<file path="config.mk">
export PLATFORM = sky130hd
export DESIGN_NAME = ecv_poly
export DESIGN_NICKNAME = d
export VERILOG_FILES = /design/src/design/ecv_pkg.sv /design/src/design/ecv_poly.sv
export SDC_FILE = /design/constraint.sdc
export NUM_CORES = 2
export LEC_CHECK = 0
export ABC_AREA = 1
export BUFFER_PORTS_ARGS = -buffer_cell sky130_fd_sc_hd__buf_2
export CORE_MARGIN = 2
export CORE_UTILIZATION = 55
export DETAILED_ROUTE_END_ITERATION = 12
export PLACE_DENSITY = 0.76
export REMOVE_ABC_BUFFERS = 1
export SLEW_MARGIN = 20
export SYNTH_ARGS = -nofsm -noshare
export SYNTH_HDL_FRONTEND = slang
export SYNTH_SLANG_ARGS = --single-unit
</file>
<file path="constraint.sdc">
create_clock -name clk -period 7.4 [get_ports clk]
set_input_delay 1.11 -clock clk [delete_from_list [all_inputs] [get_ports clk]]
set_output_delay 1.11 -clock clk [all_outputs]
set_load 0.01 [all_outputs]
</file>
<file path="src/design/ecv_pkg.sv">
`timescale 1ns / 1ps

package ecv_pkg;

  // Fixed port widths of the block.
  localparam int PROG_W = 17;
  localparam int SEL_W  = 3;
  localparam int OUT_W  = 18;

  // Table entries are Q30 values up to 2.0, held in 32 bits.
  localparam int TAB_W = 32;
  localparam longint unsigned Q30_ONE   = 64'd1 << 30;
  localparam longint unsigned LN2_Q30   = 64'd744261118;
  localparam longint unsigned TWOPI_Q30 = 64'd6746518852;

  // Curve selector codes.
  typedef enum logic [SEL_W-1:0] {
    SEL_LINEAR  = 3'd0,
    SEL_IN      = 3'd1,
    SEL_OUT     = 3'd2,
    SEL_INOUT   = 3'd3,
    SEL_BOUNCE  = 3'd4,
    SEL_ELASTIC = 3'd5,
    SEL_IDENT_A = 3'd6,
    SEL_IDENT_B = 3'd7
  } curve_t;

endpackage

</file>
<file path="src/design/ecv_poly.sv">
`timescale 1ns / 1ps

// Cubic ease curves, the bounce curve and the pass-through selectors.
// Seven register stages from t to res.
module ecv_poly #(
  parameter int FRAC_BITS = 16
) (
  input  logic                 clk,
  input  logic [FRAC_BITS:0]   t,
  input  ecv_pkg::curve_t      sel,
  output logic [FRAC_BITS+1:0] res
);

  localparam int TW = FRAC_BITS + 1;
  localparam int RW = FRAC_BITS + 2;
  localparam int DW = FRAC_BITS + 7;
  localparam int D2W = 2 * DW;
  localparam longint unsigned ONE = 64'd1 << FRAC_BITS;
  localparam int DLY = 5;

  // Stage 1 signals.
  logic          half;
  logic [TW-1:0] cin;
  logic [RW-1:0] two_minus;
  logic [FRAC_BITS+4:0] t11;
  logic signed [DW-1:0] kone;
  logic [TW-1:0] base;
  logic signed [DW-1:0] d;

  logic [2*TW-1:0]      sq1;
  logic [TW-1:0]        cin1;
  logic signed [DW-1:0] d1;
  logic [TW-1:0]        base1;
  logic [TW-1:0]        t1;
  ecv_pkg::curve_t      sel1;
  logic                 half1;

  // Stage 2 signals.
  logic [2*TW:0]   sq_round;
  logic [2*TW-1:0] cp2;
  logic [D2W-1:0]  dsq2;
  logic [TW-1:0]   base2;
  logic [TW-1:0]   t2;
  ecv_pkg::curve_t sel2;
  logic            half2;

  // Stage 3 signals.
  logic [2*TW:0]  cube_sum;
  logic [TW-1:0]  cube;
  logic [D2W:0]   bnc_sum;
  logic [RW-1:0]  bounce;
  logic [RW-1:0]  res_next;
  logic [RW-1:0]  dly [0:DLY-1];

  // Operand of the cube and the bounce segment for this item.
  always_comb begin
    half = t < TW'(ONE / 2);
    two_minus = RW'(2 * ONE) - {t, 1'b0};
    unique case (sel)
      ecv_pkg::SEL_OUT:   cin = TW'(ONE) - t;
      ecv_pkg::SEL_INOUT: cin = half ? t : two_minus[TW-1:0];
      default:            cin = t;
    endcase
    t11 = (FRAC_BITS+5)'({t, 3'b000}) + (FRAC_BITS+5)'({t, 1'b0}) + (FRAC_BITS+5)'(t);
    priority if (t11 < (FRAC_BITS+5)'(4 * ONE)) begin
      kone = '0;
      base = '0;
    end else if (t11 < (FRAC_BITS+5)'(8 * ONE)) begin
      kone = DW'(12 * ONE);
      base = TW'(ONE * 3 / 4);
    end else if (t11 < (FRAC_BITS+5)'(10 * ONE)) begin
      kone = DW'(18 * ONE);
      base = TW'(ONE * 15 / 16);
    end else begin
      kone = DW'(21 * ONE);
      base = TW'(ONE * 63 / 64);
    end
    d = $signed(DW'({t11, 1'b0})) - kone;
  end

  always_ff @(posedge clk) begin
    sq1   <= (2*TW)'(cin) * (2*TW)'(cin);
    cin1  <= cin;
    d1    <= d;
    base1 <= base;
    t1    <= t;
    sel1  <= sel;
    half1 <= half;
  end

  // Second multiply of the cube and the bounce square.
  always_comb begin
    sq_round = ((2*TW+1)'(sq1) + (2*TW+1)'(ONE / 2)) >> FRAC_BITS;
  end

  always_ff @(posedge clk) begin
    cp2   <= (2*TW)'(sq_round[TW-1:0]) * (2*TW)'(cin1);
    dsq2  <= D2W'(d1 * d1);
    base2 <= base1;
    t2    <= t1;
    sel2  <= sel1;
    half2 <= half1;
  end

  // Rounding and the curve selected by the item.
  always_comb begin
    cube_sum = ((2*TW+1)'(cp2) + (2*TW+1)'(ONE / 2)) >> FRAC_BITS;
    cube = cube_sum[TW-1:0];
    bnc_sum = ((D2W+1)'(dsq2) + (D2W+1)'(32 * ONE)) >> (FRAC_BITS + 6);
    bounce = RW'(bnc_sum[RW-1:0]) + RW'(base2);
    unique case (sel2)
      ecv_pkg::SEL_IN:     res_next = RW'(cube);
      ecv_pkg::SEL_OUT:    res_next = RW'(ONE) - RW'(cube);
      ecv_pkg::SEL_INOUT:  res_next = half2 ? RW'({cube, 2'b00})
                                             : RW'(ONE) - ((RW'(cube) + RW'(1)) >> 1);
      ecv_pkg::SEL_BOUNCE: res_next = bounce;
      default:             res_next = RW'(t2);
    endcase
  end

  // Delay line that lines the result up with the elastic path.
  always_ff @(posedge clk) begin
    dly[0] <= res_next;
    for (int i = 1; i < DLY; i++) begin
      dly[i] <= dly[i-1];
    end
  end

  assign res = dly[DLY-1];

endmodule

</file>
==> impl_metrics.py <==
metrics = {
    "timing": {
        "setup_viol": 0,
        "clock_skew_ns": 0.0188,
        "tightest_slew_ns": 1.09,
        "layout_min_cycle_time_ns": 7.11,
        "hold_violations": 0,
        "period_share": 0.961,
        "fmax_mhz": 141,
        "relSlewSlack": 0.269,
        "tns_ns": 0,
        "drv_slew": 0,
    },
    "global_route": {
        "grt_pass1_vias": 35200,
        "grt_pass1_wl_mm": 175,
        "track_usage": 0.281,
        "grt_max_degree": 24,
        "grt_overflow": 0,
        "antenna_found_initial": 4,
    },
    "synthesis": {
        "ys_warn_count": 0,
        "synth_fa_ha_area_frac": 0.510,
        "ys_types": 61,
        "avgSynthCellArea_um2": 8.31,
        "synth-compound-area-share": 0.0526,
        "yosys_most_used_dff": "dfxtp_1",
        "synth_area_mm2": 0.0417,
        "syn_inst": 5015,
        "yosys.area_share.simple": 0.161,
        "synth_top_family_by_area": "adder cells",
        "synth_edf_count": 0,
        "yosysSeqAreaShare": 0.111,
        "ys_async_sr_fraction": 0,
        "synthMuxAreaShare": 0,
        "synth-xor-area-share": 0.0286,
        "synth_seq_cells": 231,
    },
    "floorplanning": {
        "die_w_um": 279,
        "core_area_mm2": 0.0747,
        "die_h_um": 279,
        "top_level_ports": 39,
        "die_area_mm2": 0.0780,
        "rows": 100,
        "start_util": 0.558,
    },
    "min_path": {
        "hold_path_class": "reg2reg",
    },
    "layout": {
        "regArea_mm2": 0.00463,
        "multiInputGateArea_mm2": 0.0317,
        "diodes": 0,
        "drive_above_1_share": 0.103,
        "syn_to_final_growth_pct": 9.77,
        "nets": 6440,
        "fillers": 6314,
    },
    "detailed_routing": {
        "drtIter0Drc": 2543,
        "num_vias": 32900,
        "viasPerCell": 5.30,
        "drc": 0,
        "drt_wl_total_mm": 105,
        "routed_wire_length_per_instance_um": 16.9,
        "drtPass1Iterations": 5,
        "final_antenna_net_count": 0,
    },
    "worst_setup_path": {
        "cp-end-kind": "flop",
        "worst_ep_required_time_ns": 7.91,
        "crit_path_start_kind": "input pin",
        "cp_num_buf_inv": 8,
        "cp_data_arrival_time_ns": 7.62,
        "crit_top_cell": "fa_1",
        "r2r_setup_slack_ns": 0.38,
        "path_delay_family": "adder cells",
        "worstSetupPathType": "in2reg",
        "slowest_stage": "fa_1",
        "cp_max_fo": 6,
        "cp_slowest_stage_delay_ns": 0.56,
    },
    "clock_network": {
        "clockRootBuffer": "clkbuf_16",
        "clock-sinks": 231,
        "insertion_delay_ns": 0.57,
        "h-tree-depth": 1,
        "cts_tree": "built",
        "cts_max_path_buffers": 3,
        "cts.clk_slew.worst_paths_ns": 0.07,
        "numCtsBuffers": 25,
        "cts_hold_buffers": 0,
    },
    "outcome": {
        "status": "finished, final reports clean",
    },
    "placed_design": {
        "numPortBuffers": 38,
        "post-dp-hpwl_mm": 89.9,
        "gp_congestion": 0.978,
    },
    "flow_run": {
        "drv_cap": 0,
    },
}
path summary, 6_finish.rpt:
check,start,endpoint,cells after the start
hold / removal,dly[0][25]$_DFF_P_,dly[0][43]$_DFF_P_,0
setup reg to reg,sq1[15]$_DFF_P_,cp2[32]$_DFF_P_,31
hold reg to reg,dly[0][25]$_DFF_P_,dly[0][43]$_DFF_P_,0
setup / recovery,t[1],sq1[29]$_DFF_P_,30
area by class of cell:
| type | count | area share |
|---|---|---|
| repair buffers | 302 | 0.0478 |
| flip-flops and latches | 231 | 0.101 |
| clock inverters | 19 | 0.00473 |
| well taps | 969 | 0.0265 |
| multi-input cells | 3288 | 0.692 |
| clock buffers | 27 | 0.0143 |
| inverters | 1371 | 0.113 |
| repair inverters | 1 | 0.000164 |
worst register-to-register path, delay by kind of cell (launching register included):
family	cells	cell delay (ns)
AO/OA/AOI/OAI	2	0.28
XOR/XNOR	2	0.28
adder cells (fa/ha/maj)	8	3.60
buffers and inverters	9	0.79
flip-flops	1	0.36
AND/OR/NAND/NOR	10	1.57
cells in the mapped netlist (5+ instances only):
| cell | instances | area, um^2 |
|---|---|---|
| o21ai_1 | 8 | 40.0 |
| nor2_1 | 357 | 1340 |
| ha_1 | 369 | 4620 |
| o21ai_0 | 100 | 500 |
| buf_4 | 19 | 143 |
| nand2_2 | 31 | 194 |
| a21oi_1 | 165 | 826 |
| nor2_2 | 19 | 119 |
| a31oi_1 | 12 | 75.1 |
| nor2_4 | 13 | 146 |
| o221ai_1 | 7 | 61.3 |
| inv_1 | 1354 | 5080 |
| o2111ai_1 | 6 | 52.6 |
| or2_2 | 18 | 113 |
| o211ai_1 | 15 | 113 |
| nand4_1 | 44 | 275 |
| a21o_1 | 9 | 67.6 |
| o21a_1 | 14 | 105 |
| clkinv_1 | 10 | 37.5 |
| nand3_1 | 109 | 546 |
| nor3_1 | 31 | 155 |
| xor2_1 | 91 | 797 |
| dfxtp_1 | 231 | 4620 |
| and3_1 | 5 | 31.3 |
| nand3_2 | 6 | 60.1 |
| fa_1 | 830 | 16600 |
| buf_2 | 9 | 45.0 |
| xnor2_1 | 45 | 394 |
| a211oi_1 | 7 | 52.6 |
| o21bai_1 | 7 | 52.6 |
| clkbuf_1 | 94 | 353 |
| nor4_1 | 12 | 75.1 |
| o31ai_1 | 5 | 37.5 |
| nand2_1 | 906 | 3400 |
| nand2_4 | 10 | 113 |
what timing repair did:
item / 4_1_cts / 5_1_grt
resized for setup: 0 / 91
setup buffers: 0 / 4
setup endpoints to repair: 0 / 32
registers in the layout (all words and copies together) (netlist names), 3 cells and up:
name,flops
sq1,18
cp2,18
t2,17
d1,21
base2,3
dly,90
sel2,3
base1,3
dsq2,19
cin1,17
sel1,3
t1,17
layer usage:
metal / vias up / part of all wire / track usage
li1: 15200 / - / -
met1: 16200 / 0.42 / 0.379
met2: 1204 / 0.47 / 0.466
met3: 278 / 0.077 / 0.0428
met4: 4 / 0.040 / 0.0946
met5: - / 0.00026 / 0
cells by family after synthesis:
logic type,after synthesis
simple gates,1573
buf+inv,1496
fa+ha+maj,1199
compound gates,380
flops,231
xor+xnor,136
cells in the final DEF (no fill, tap or decap), types with 10 or more instances in the layout:
cell,netlist,routed
nor3_1,31,28
o21a_1,14,14
o21ai_1,8,16
nor2_4,13,14
inv_2,3,10
xnor2_1,45,45
ha_1,369,360
nand3_1,109,107
clkinv_1,10,10
a21oi_1,165,158
clkbuf_16,0,25
nor2_1,357,339
o21ai_0,100,90
nand4_1,44,44
buf_2,9,38
a31oi_1,12,10
nor4_1,12,11
dfxtp_1,231,226
buf_4,19,262
nand2_2,31,35
o211ai_1,15,15
inv_1,1354,1344
fa_1,830,828
xor2_1,91,91
or2_2,18,18
nor2_2,19,36
nand2_4,10,10
nand2_1,906,902
stage by stage:
stage	hold WS [ns]	area, um^2	instances	setup WS [ns]	util
6_report	0.322	45700	6208	0.288	0.612
5_1_grt	0.329	45700	6208	-0.0397	0.612
4_1_cts	0.323	45400	6203	0.0656	0.607
3_5_place_dp	0.312	44500	6157	-0.552	0.596
3_3_place_gp	0.310	44500	6157	-0.334	0.596
2_1_floorplan	0.310	41100	4890	-0.0989	-
Power is not shown: default switching activity piles up to over one toggle a cycle in this logic, so the estimate is an artifact.
